File: src/hw/rtl/netstring_deframer_assert.svh
// assertion macros for the netstring deframer
`ifndef NETSTRING_DEFRAMER_ASSERT_SVH
`define NETSTRING_DEFRAMER_ASSERT_SVH

`ifndef ASSERT_OFF
`define NSD_ASSERT(lbl, prop, msg) \
  lbl: assert property (@(posedge clk) disable iff (!rst_n) prop) else $error(msg);
`define NSD_ASSERT_ALWAYS(lbl, prop, msg) \
  lbl: assert property (@(posedge clk) prop) else $error(msg);
`else
`define NSD_ASSERT(lbl, prop, msg)
`define NSD_ASSERT_ALWAYS(lbl, prop, msg)
`endif

`endif

File: src/hw/rtl/nsd_pkg.sv
package nsd_pkg;

  typedef enum logic [1:0] {
    PH_HEADER  = 2'd0,
    PH_PAYLOAD = 2'd1,
    PH_COMMA   = 2'd2,
    PH_DROP    = 2'd3
  } phase_t;

  typedef enum logic [2:0] {
    ST_OK      = 3'd0,
    ST_NOLEN   = 3'd1,
    ST_TOOLONG = 3'd2,
    ST_BADHDR  = 3'd3,
    ST_NOCOMMA = 3'd4
  } status_t;

  localparam logic [7:0]  CH_ZERO  = 8'h30;
  localparam logic [7:0]  CH_NINE  = 8'h39;
  localparam logic [7:0]  CH_COLON = 8'h3A;
  localparam logic [7:0]  CH_COMMA = 8'h2C;

  localparam logic [15:0] MAX_LEN_RESET = 16'hFFFF;
  localparam logic        REG_MAX_LEN   = 1'b0;

  typedef struct packed {
    logic [7:0] payload_byte;
    logic       payload_valid;
    logic       frame_done;
    logic [2:0] frame_status;
  } result_t;

endpackage

File: src/hw/rtl/netstring_deframer.sv
// channel   dir  handshake                 payload
// in_       in   in_tvalid / in_tready     in_tdata = byte_in
// out_      out  out_tvalid / out_tready   out_tdata = payload_byte, out_tlast = frame_done,
//                                          out_tuser = {frame_status, payload_valid}
// cfg_      in   apb write psel&penable    reg 0 at 0x0: max_payload_len [15:0]
//
// one item per cycle sustained while out_tready stays high; each byte gives exactly one result item
// each byte passes the input register, then one pass of the parser into the output register
// the parser state updates in the same cycle the item moves into the output register
// in_tready drops only while both registers hold items and out_tready is low
// rst_n is synchronous; it empties both registers, returns to the header phase
// and sets max_payload_len to 65535
module netstring_deframer
  import nsd_pkg::*;
#(
  parameter int LEN_BITS = 16
) (
  input  logic        clk,
  input  logic        rst_n,
  input  logic        in_tvalid,
  output logic        in_tready,
  input  logic [7:0]  in_tdata,    // [7:0] byte_in
  output logic        out_tvalid,
  input  logic        out_tready,
  output logic [7:0]  out_tdata,   // [7:0] payload_byte
  output logic        out_tlast,
  output logic [3:0]  out_tuser,   // [0] payload_valid, [3:1] frame_status
  input  logic        cfg_psel,
  input  logic        cfg_penable,
  input  logic        cfg_pwrite,
  input  logic [2:0]  cfg_paddr,
  input  logic [31:0] cfg_pwdata,
  output logic [31:0] cfg_prdata,
  output logic        cfg_pready
);

  logic        byte_valid;
  logic [7:0]  byte_data;
  logic        can_push;
  logic        step;
  result_t     res;
  logic [15:0] max_len_r;
  logic        cfg_wr;

  assign cfg_pready = 1'b1;
  assign cfg_wr     = cfg_psel && cfg_penable && cfg_pwrite && cfg_pready &&
                      (cfg_paddr[2] == REG_MAX_LEN);

  always_ff @(posedge clk) begin
    if (!rst_n) begin
      max_len_r <= MAX_LEN_RESET;
    end else if (cfg_wr) begin
      max_len_r <= cfg_pwdata[15:0];
    end
  end

  assign cfg_prdata = (cfg_paddr[2] == REG_MAX_LEN) ? {16'h0000, max_len_r} : 32'h0;

  assign step = byte_valid && can_push;

  nsd_in_stage u_in (
    .clk        (clk),
    .rst_n      (rst_n),
    .in_tvalid  (in_tvalid),
    .in_tready  (in_tready),
    .in_tdata   (in_tdata),
    .pop        (step),
    .byte_valid (byte_valid),
    .byte_data  (byte_data)
  );

  nsd_parser #(
    .LEN_BITS (LEN_BITS)
  ) u_parser (
    .clk     (clk),
    .rst_n   (rst_n),
    .step    (step),
    .byte_in (byte_data),
    .max_len (max_len_r),
    .res     (res)
  );

  nsd_out_stage u_out (
    .clk        (clk),
    .rst_n      (rst_n),
    .push       (step),
    .res        (res),
    .can_push   (can_push),
    .out_tvalid (out_tvalid),
    .out_tready (out_tready),
    .out_tdata  (out_tdata),
    .out_tlast  (out_tlast),
    .out_tuser  (out_tuser)
  );

endmodule

File: src/hw/rtl/nsd_in_stage.sv
module nsd_in_stage
  import nsd_pkg::*;
(
  input  logic       clk,
  input  logic       rst_n,
  input  logic       in_tvalid,
  output logic       in_tready,
  input  logic [7:0] in_tdata,
  input  logic       pop,
  output logic       byte_valid,
  output logic [7:0] byte_data
);

  logic       valid_r, valid_nxt;
  logic [7:0] data_r;
  logic       load;

  // refill in the same cycle the held item moves on
  assign in_tready = !valid_r || pop;
  assign load      = in_tvalid && in_tready;

  always_comb begin
    valid_nxt = valid_r;
    if (load) begin
      valid_nxt = 1'b1;
    end else if (pop) begin
      valid_nxt = 1'b0;
    end
  end

  always_ff @(posedge clk) begin
    if (!rst_n) begin
      valid_r <= 1'b0;
    end else begin
      valid_r <= valid_nxt;
    end
  end

  always_ff @(posedge clk) begin
    if (load) begin
      data_r <= in_tdata;
    end
  end

  assign byte_valid = valid_r;
  assign byte_data  = data_r;

endmodule

File: src/hw/rtl/nsd_parser.sv
`include "netstring_deframer_assert.svh"

module nsd_parser
  import nsd_pkg::*;
#(
  parameter int LEN_BITS = 16
) (
  input  logic        clk,
  input  logic        rst_n,
  input  logic        step,
  input  logic [7:0]  byte_in,
  input  logic [15:0] max_len,
  output result_t     res
);

  localparam int AW = LEN_BITS + 1;
  localparam int MW = AW + 4;
  localparam int CW = (AW > 17) ? AW : 17;

  phase_t              phase_r, phase_nxt;
  status_t             err_r, err_nxt;
  logic [AW-1:0]       accum_r, accum_nxt;
  logic [LEN_BITS-1:0] left_r, left_nxt;
  logic                saw_r, saw_nxt;

  logic                is_digit;
  logic [MW-1:0]       prod;
  logic [CW-1:0]       cfg_ext, hw_lim, lim;
  logic                too_long;
  logic [LEN_BITS-1:0] left_dec;

  assign is_digit = (byte_in >= CH_ZERO) && (byte_in <= CH_NINE);

  // accum*10 + digit, saturating when over the accumulator's range
  assign prod = (MW'(accum_r) << 3) + (MW'(accum_r) << 1) + MW'(byte_in[3:0]);

  assign cfg_ext  = CW'(max_len);
  assign hw_lim   = CW'({LEN_BITS{1'b1}});
  assign lim      = (cfg_ext < hw_lim) ? cfg_ext : hw_lim;
  assign too_long = CW'(accum_r) > lim;
  assign left_dec = (left_r == '0) ? '0 : left_r - LEN_BITS'(1);

  always_comb begin
    phase_nxt = phase_r;
    err_nxt   = err_r;
    accum_nxt = accum_r;
    left_nxt  = left_r;
    saw_nxt   = saw_r;
    res       = '0;
    unique case (phase_r)
      PH_HEADER: begin
        if (is_digit) begin
          saw_nxt = 1'b1;
          if (prod > MW'({AW{1'b1}})) begin
            accum_nxt = {AW{1'b1}};
          end else begin
            accum_nxt = prod[AW-1:0];
          end
        end else if (byte_in == CH_COLON) begin
          if (!saw_r || accum_r == '0) begin
            err_nxt   = ST_NOLEN;
            phase_nxt = PH_DROP;
          end else if (too_long) begin
            err_nxt   = ST_TOOLONG;
            phase_nxt = PH_DROP;
          end else begin
            left_nxt  = accum_r[LEN_BITS-1:0];
            phase_nxt = PH_PAYLOAD;
          end
        end else if (byte_in == CH_COMMA) begin
          res.frame_done   = 1'b1;
          res.frame_status = saw_r ? ST_BADHDR : ST_NOLEN;
          phase_nxt = PH_HEADER;
          err_nxt   = ST_OK;
          accum_nxt = '0;
          left_nxt  = '0;
          saw_nxt   = 1'b0;
        end else begin
          err_nxt   = ST_BADHDR;
          phase_nxt = PH_DROP;
        end
      end
      PH_PAYLOAD: begin
        res.payload_byte  = byte_in;
        res.payload_valid = 1'b1;
        left_nxt = left_dec;
        if (left_dec == '0) begin
          phase_nxt = PH_COMMA;
        end
      end
      PH_COMMA: begin
        if (byte_in == CH_COMMA) begin
          res.frame_done   = 1'b1;
          res.frame_status = ST_OK;
          phase_nxt = PH_HEADER;
          err_nxt   = ST_OK;
          accum_nxt = '0;
          left_nxt  = '0;
          saw_nxt   = 1'b0;
        end else begin
          err_nxt   = ST_NOCOMMA;
          phase_nxt = PH_DROP;
        end
      end
      PH_DROP: begin
        if (byte_in == CH_COMMA) begin
          res.frame_done   = 1'b1;
          res.frame_status = err_r;
          phase_nxt = PH_HEADER;
          err_nxt   = ST_OK;
          accum_nxt = '0;
          left_nxt  = '0;
          saw_nxt   = 1'b0;
        end
      end
      default: begin
        phase_nxt = PH_HEADER;
      end
    endcase
  end

  always_ff @(posedge clk) begin
    if (!rst_n) begin
      phase_r <= PH_HEADER;
      err_r   <= ST_OK;
      accum_r <= '0;
      left_r  <= '0;
      saw_r   <= 1'b0;
    end else if (step) begin
      phase_r <= phase_nxt;
      err_r   <= err_nxt;
      accum_r <= accum_nxt;
      left_r  <= left_nxt;
      saw_r   <= saw_nxt;
    end
  end

  `NSD_ASSERT(a_payload_has_count, (phase_r == PH_PAYLOAD) |-> (left_r != '0), "payload phase with no bytes left")
  `NSD_ASSERT(a_error_only_in_drop, (phase_r != PH_DROP) |-> (err_r == ST_OK), "error code held outside drop phase")
  `NSD_ASSERT(a_last_payload, (step && phase_r == PH_PAYLOAD && left_r == LEN_BITS'(1)) |=> (phase_r == PH_COMMA), "last payload byte did not move to comma check")
  `NSD_ASSERT(a_done_clears, (step && res.frame_done) |=> (phase_r == PH_HEADER && accum_r == '0 && !saw_r), "frame close did not clear the frame state")

endmodule

File: src/hw/rtl/nsd_out_stage.sv
module nsd_out_stage
  import nsd_pkg::*;
(
  input  logic       clk,
  input  logic       rst_n,
  input  logic       push,
  input  result_t    res,
  output logic       can_push,
  output logic       out_tvalid,
  input  logic       out_tready,
  output logic [7:0] out_tdata,
  output logic       out_tlast,
  output logic [3:0] out_tuser
);

  logic    valid_r, valid_nxt;
  result_t res_r;

  assign can_push = !valid_r || out_tready;

  always_comb begin
    valid_nxt = valid_r;
    if (push) begin
      valid_nxt = 1'b1;
    end else if (out_tready) begin
      valid_nxt = 1'b0;
    end
  end

  always_ff @(posedge clk) begin
    if (!rst_n) begin
      valid_r <= 1'b0;
    end else begin
      valid_r <= valid_nxt;
    end
  end

  always_ff @(posedge clk) begin
    if (push) begin
      res_r <= res;
    end
  end

  assign out_tvalid = valid_r;
  assign out_tdata  = res_r.payload_byte;
  assign out_tlast  = res_r.frame_done;
  assign out_tuser  = {res_r.frame_status, res_r.payload_valid};

endmodule

File: config.mk
export PLATFORM = sky130hd
export DESIGN_NAME = netstring_deframer
export DESIGN_NICKNAME = d
export VERILOG_FILES = /design/src/hw/rtl/nsd_pkg.sv /design/src/hw/rtl/netstring_deframer.sv /design/src/hw/rtl/nsd_in_stage.sv /design/src/hw/rtl/nsd_parser.sv /design/src/hw/rtl/nsd_out_stage.sv
export VERILOG_INCLUDE_DIRS = /design/src /design/src/hw/rtl
export SDC_FILE = /design/constraint.sdc
export NUM_CORES = 1
export LEC_CHECK = 0
export CORE_ASPECT_RATIO = 0.9
export CORE_MARGIN = 5
export CORE_UTILIZATION = 45
export CTS_CLUSTER_SIZE = 12
export DETAILED_ROUTE_END_ITERATION = 8
export DONT_BUFFER_PORTS = 1
export GPL_ROUTABILITY_DRIVEN = 0
export SLEW_MARGIN = 40
export SYNTH_ARGS = -nofsm -noshare
export SYNTH_HDL_FRONTEND = slang
export SYNTH_SLANG_ARGS = --single-unit
export TNS_END_PERCENT = 20
File: constraint.sdc
create_clock -name clk -period 3.9 [get_ports clk]
set_input_delay 0.78 -clock clk [delete_from_list [all_inputs] [get_ports clk]]
set_output_delay 0.78 -clock clk [all_outputs]
set_load 0.005 [all_outputs]
**Yosys cells after proc, flatten, opt, wreduce, memory -nomap -nowiden**

Cells that the tools add are included.

- Mux-type cells: 46
- Equal/unequal tests: 12
- Reductions and logical operators: 25
- Bitwise gates (word level): 1
- Order comparisons: 5
- Add/sub/neg operators: 3

Operator list:

| operator | count |
|---|---|
| 16-bit 2-to-1 mux | 8 |
| 17-bit 2-to-1 mux | 4 |
| 16-bit case mux with 3 select lines | 1 |
| 17-bit case mux with 2 select lines | 1 |
| 16-bit logical NOT | 2 |
| 20-bit by 18-bit adder with 21-bit output | 1 |
| 21-bit by 4-bit adder with 21-bit output | 1 |
| 21-bit by 17-bit greater-than comparator with 1-bit output, second input constant | 1 |
| 4-bit 2-to-1 mux | 5 |
| 2-bit 2-to-1 mux | 9 |
| 3-bit 2-to-1 mux | 6 |
| 17-bit greater-than comparator | 1 |
| 17-bit logical NOT | 1 |
| 8-bit by 6-bit == test with 1-bit output, second input constant | 2 |
| 16-bit < comparator, second input constant | 1 |
| 16-bit by 1-bit subtractor with 16-bit output, second input constant | 1 |
| 4-bit case mux with 3 select lines | 1 |
| 3-bit case mux with 3 select lines | 1 |
| 8-bit by 6-bit greater-or-equal comparator with 1-bit output, second input constant | 1 |
| 8-bit by 6-bit less-or-equal comparator with 1-bit output, second input constant | 1 |
| 1-bit 2-to-1 mux | 8 |
| 2-bit case mux with 4 select lines | 1 |
| 4-bit AND reduction | 2 |
| 1-bit logical AND | 6 |
| 17 further kinds | 26 |

- Word-level logic and storage cells: 105
- Input bits: 50
- Bits in registers: 78
- Output and inout bits: 48

**Logic depth before layout (Yosys ltp)**

- Depth after elaboration: 8
- Depth in mapped cells: 14
- Gate-level depth less buffers: 13

**Hierarchy**

From an unflattened synthesis, not the netlist that was laid out.

- Cells, all modules: 648
- Area total of the unflattened synthesis: 5730.5 µm²

Modules (own cells, without submodules):

| module | times used | seq. area each (µm²) | cells an instance | area each (µm²) |
|---|---|---|---|---|
| nsd_parser | 1 | 780.7 | 511 | 4000.1 |
| netstring_deframer | 1 | 320.3 | 107 | 993.5 |
| nsd_out_stage | 1 | 410.4 | 17 | 439.2 |
| nsd_in_stage | 1 | 260.2 | 13 | 297.8 |

**Least setup slack after synthesis**

OpenSTA, ideal clock, no wires.

- Path kind: flip-flop to flip-flop
- Start: register u_parser.accum_r[0]
- End: register u_parser.accum_r[10]
- Data required time: 3768 ps
- Buffers on the path: 1
- Stages on the path, launching flop included: 15
- Clock period less this slack: 3257 ps
- Library setup time: 132 ps
- Path slack: 643 ps
- Data arrival time: 3126 ps
- Path through: dfxtp_1 > inv_1 > fa_1 > inv_1 > fa_1 > a21o_2 > a31oi_1 > or3_4 > nand4_1 > and3b_1 > a211oi_2 > nand4_4 > buf_6 > a211oi_2 > nor3_1

- Word-level cells in the longest chain between the ends: 6

RTL lines:

| what | RTL line | text |
|---|---|---|
| from (decl) | nsd_parser.sv:22 | `logic [AW-1:0] accum_r, accum_nxt;` |
| from (signal assigned) | nsd_parser.sv:132 | `accum_r <= accum_nxt;` |
| 20-bit by 18-bit adder with 21-bit output * | nsd_parser.sv:35 | `assign prod = (MW'(accum_r) << 3) + (MW'(accum_r) << 1) + MW'(byte_in[3:0]);` |
| 21-bit by 4-bit adder with 21-bit output * | nsd_parser.sv:35 |  |
| 21-bit by 17-bit greater-than comparator with 1-bit output | nsd_parser.sv:54 | `if (prod > MW'({AW{1'b1}})) begin` |
| 17-bit 2-to-1 mux * | nsd_parser.sv:54 |  |
| 17-bit 2-to-1 mux * | nsd_parser.sv:52 | `if (is_digit) begin` |
| 17-bit case mux with 2 select lines * | nsd_parser.sv:50 | `unique case (phase_r)` |

Every way passes the cells marked *; elsewhere a longest branch is shown, timed or not.
A chain may end at the register's enable or synchronous reset.

**Worst setup path after layout**

- Start: register u_in.data_r[3], in the netlist u_in.byte_data[3]
- End: register u_parser.accum_r[5]

- Word-level cells in the longest chain between the ends: 5
- Elaborated cells between the ends (all ways): 14
- Classes of those cells: 1 x add/sub; 3 x order compare; 3 x eq/ne; 5 x mux; 2 x reduce/logical

RTL lines:

| what | RTL line | text |
|---|---|---|
| from (decl) | nsd_in_stage.sv:15 | `logic [7:0] data_r;` |
| from (signal assigned) | nsd_in_stage.sv:41 | `data_r <= in_tdata;` |
| 21-bit by 4-bit adder with 21-bit output / 8-bit by 6-bit == test with 1-bit output (equally long branches) | -- |  |
| 21-bit by 17-bit greater-than comparator with 1-bit output / 17-bit 2-to-1 mux (equally long branches) | -- |  |
| 17-bit 2-to-1 mux (on tied branches) | -- |  |
| 17-bit 2-to-1 mux | nsd_parser.sv:52 |  |
| 17-bit case mux with 2 select lines | nsd_parser.sv:50 |  |

Several ways; a longest one is shown, not always the timed one. The select of a mux whose other input is x is not followed.

==> flow_summary.json <==
{
  "period_minus_slack_ps": 3550,
  "vias": 4441,
  "place.detailed.hpwl_mm": 9.88,
  "cts_sinks": 78,
  "antenna_found_initial": 0,
  "nNetsFinal": 718,
  "routed_wl_mm": 13.3,
  "root_buffer": "clkbuf_16",
  "area_delta_synth_final_pct": 7.43,
  "cap_violations": 0,
  "track_usage_pct": 18.6,
  "hold_ws_ps": 464,
  "antennaDiodeCount": 0,
  "grtUsageMet2_pct": 30.8,
  "grt-busiest-layer": "met2",
  "routed_via_density": 5.72,
  "slew-limit-headroom_pct": 49.3,
  "initial_utilization_pct": 46.4,
  "setup_tns_ps": 0,
  "layout-drive-gt1-share_pct": 8.55,
  "hold_viol_final": 0,
  "globalRouteMet3Util_pct": 3.37,
  "p_total_mw": 1.97,
  "synth-edff-count": 21,
  "ys_seq_area_share_pct": 33.0,
  "n_fill_cell": 1129,
  "drv_slew": 0,
  "worst_pin_slew_ps": 759,
  "hp-class": "flip-flop to flip-flop",
  "cts_made_buffers": 9,
  "cts_tree": "yes",
  "power_density_nw_per_um2": 341,
  "post_cts_resized": 0,
  "min_from": "u_parser.err_r[2]$_SDFFE_PN0P_",
  "peakVddDrop_mv": 0.224,
  "synth_flop_cell": "dfxtp_1",
  "ys_ff_latch": 78,
  "netlist_area_um2": 5370,
  "r2r_cells": 14,
  "p_leak_nw": 2.60,
  "grt_start_max_net_pins": 44,
  "die_area_um2": 14200,
  "coreArea_um2": 11600,
  "rsz0062_at_grt": "false",
  "async_flop_share_pct": 0,
  "required_ps": 4090,
  "fp-row-count": 37,
  "startpoint_type": "flip-flop",
  "worstReg2RegStart": "u_in.byte_data[3]$_DFFE_PP_",
  "grt_pass1_vias": 4263,
  "wire_per_inst_um": 17.1,
  "drt_iter0_drc": 270,
  "hold_path_end": "u_parser.err_r[2]$_SDFFE_PN0P_",
  "placed_area_um2": 5460,
  "drc_errors": 0,
  "worstSetupEndpointType": "flip-flop",
  "antenna_left": 0,
  "critPathMaxFanout": 17,
  "die_w_um": 125,
  "yosys.cell_types.count": 75,
  "synthTopCellsByArea": "dfxtp_1 21%, ha_1 12%, edfxtp_1 12%, nand2_1 4.4%, nor2_1 4.2%",
  "outcome": "complete, no violations",
  "io_buffers": 0,
  "clk_path_buf_depth": 2,
  "drt_pass1_iterations": 5,
  "critPathKind": "flip-flop to flip-flop",
  "skew_ps": 5.28,
  "yosysWarnings": 0,
  "synth_cells": 623,
  "grt_util_met1_pct": 25.3,
  "crit_arrival_ps": 3740,
  "fin_crit_sh_pct": 90.9,
  "post-place-ws_ps": 262,
  "gr-total-overflow": 0,
  "ff2ff_setup_slack_ps": 350,
  "htreeDepth": 3,
  "synth_area_leader_cell": "dfxtp_1",
  "path_clk_slew_ps": 60,
  "postSynthAreaPerCell_um2": 8.63,
  "clk_latency_ps": 330,
  "grt_pass1_wl_mm": 21.7,
  "layout_setup_ws_ps": 355,
  "synth.top_cell.area_share_pct": 21.2,
  "io_pins": 98,
  "reg2reg_to": "u_parser.accum_r[5]$_SDFFE_PN0P_",
  "die_h_um": 114,
  "stdcell_area_um2": 5770,
  "min_path_cells": 2,
  "maxClockFrequency_ghz": 0.282,
  "setup_viol": 0
}
==> flip-flops by register name, summed over array words and instances (netlist names) <==
register          count
u_parser.saw_r        1
u_parser.left_r      16
u_out.out_tdata       8
max_len_r            16
u_parser.accum_r     17
u_out.out_tlast       1
u_out.out_tvalid      1
u_in.byte_data        8
u_in.byte_valid       1
u_parser.err_r        3
u_out.out_tuser       4
u_parser.phase_r      2
==> kinds of logic (layout without fill, tap and decap cells) <==
kind of cell    count (synthesis)  count (layout)  synth area share (%)
buf+inv                        80              62                  7.01
mux                             6               6                  1.14
other cells                     2              17                 0.140
compound gates                158             158                  21.4
xor+xnor                       20              20                  3.26
flops                          78              78                  33.0
simple gates                  226             226                  21.5
fa+ha+maj                      53              53                  12.6
==> synth_stat cells, drive strengths merged, types with 3 or more instances <==
cell type	count
o2bb2ai	8
dfxtp	57
a211oi	19
buf	23
a21oi	32
nand3b	4
or3	3
nor2	60
o211ai	20
o21bai	4
a22oi	3
inv	35
nand3	12
o211a	5
nand4	11
a31oi	11
xnor2	12
a21boi	3
a21o	8
mux2i	5
nor3	26
o21ai	21
ha	51
nand2	64
nand2b	6
edfxtp	21
nor2b	13
nor4	8
clkbuf	22
xor2	8
and2	10
a221oi	3
==> critical path: stages, from the launching register on <==
cell and delay (ps):
edfxtp_1 350, inv_1 100, fa_1 540, inv_1 70
fa_1 470, a21o_2 220, a31oi_1 250, or3_4 190
nand4_1 120, and3b_1 200, a211oi_2 270, nand4_4 120
buf_12 180, a211oi_1 230, nor3_1 80
==> worst max path at each step <==
stage	from	endpoint	slack [ps]
after floorplan	u_parser.accum_r[0]$_SDFFE_PN0P_	u_parser.accum_r[10]$_SDFFE_PN0P_	640
after global placement	u_in.byte_data[3]$_DFFE_PP_	u_parser.accum_r[4]$_SDFFE_PN0P_	310
after detailed placement	u_in.byte_data[3]$_DFFE_PP_	u_parser.accum_r[5]$_SDFFE_PN0P_	260
after CTS	u_in.byte_data[3]$_DFFE_PP_	u_parser.accum_r[5]$_SDFFE_PN0P_	230
after global routing	u_in.byte_data[3]$_DFFE_PP_	u_parser.accum_r[3]$_SDFFE_PN0P_	90
final	u_in.byte_data[3]$_DFFE_PP_	u_parser.accum_r[5]$_SDFFE_PN0P_	350
==> area by class of cell <==
| cell class | count | area (µm²) | share of cell area (%) |
|---|---|---|---|
| multi-input combinational | 480 | 3280 | 56.9 |
| sequential | 78 | 1770 | 30.7 |
| clock buffer | 9 | 225 | 3.90 |
| tap | 156 | 195 | 3.38 |
| inverter | 35 | 131 | 2.28 |
| timing repair buffer | 11 | 95.1 | 1.65 |
| clock inverter | 7 | 71.3 | 1.24 |
==> layer usage <==
layer  vias up  part of all wire [%]
met1      2103                    47
met2       116                    47
met5         -                     0
li1       2209                     -
met4         0                  0.81
met3        13                   4.7
==> where the power goes <==
part | total, mW | leakage, nW | switching [mW] | internal (mW)
combinational | 0.233 | 1.80 | 0.146 | 0.0865
clock | 0.835 | 0.136 | 0.339 | 0.496
sequential | 0.899 | 0.669 | 0.0352 | 0.864
==> through the flow <==
stage | utilization, % | std cells
global route | 49.9 | 776
global placement | 47.1 | 759
CTS | 49.7 | 775
finish | 49.9 | 776
floorplan | - | 638
detailed placement | 47.1 | 759
==> repair_timing <==
item / CTS / global route
setup endpoints to repair: 0 / 9
buffers inserted: 0 / 1
hold buffers: 0 / 0
==> layout by cell type, fill, tap and decap left out, types with 10 or more instances in the layout <==
master,n
xnor2_1,12
nor2_1,60
nand3_1,11
nor3_1,24
o211ai_1,20
a31oi_1,10
buf_4,10
ha_1,51
dfxtp_1,57
a21oi_1,30
a211oi_1,11
o21ai_0,21
nand2_1,63
nor2b_1,12
conb_1,17
inv_1,35
edfxtp_1,21
Power figures use the tool's default switching activity.
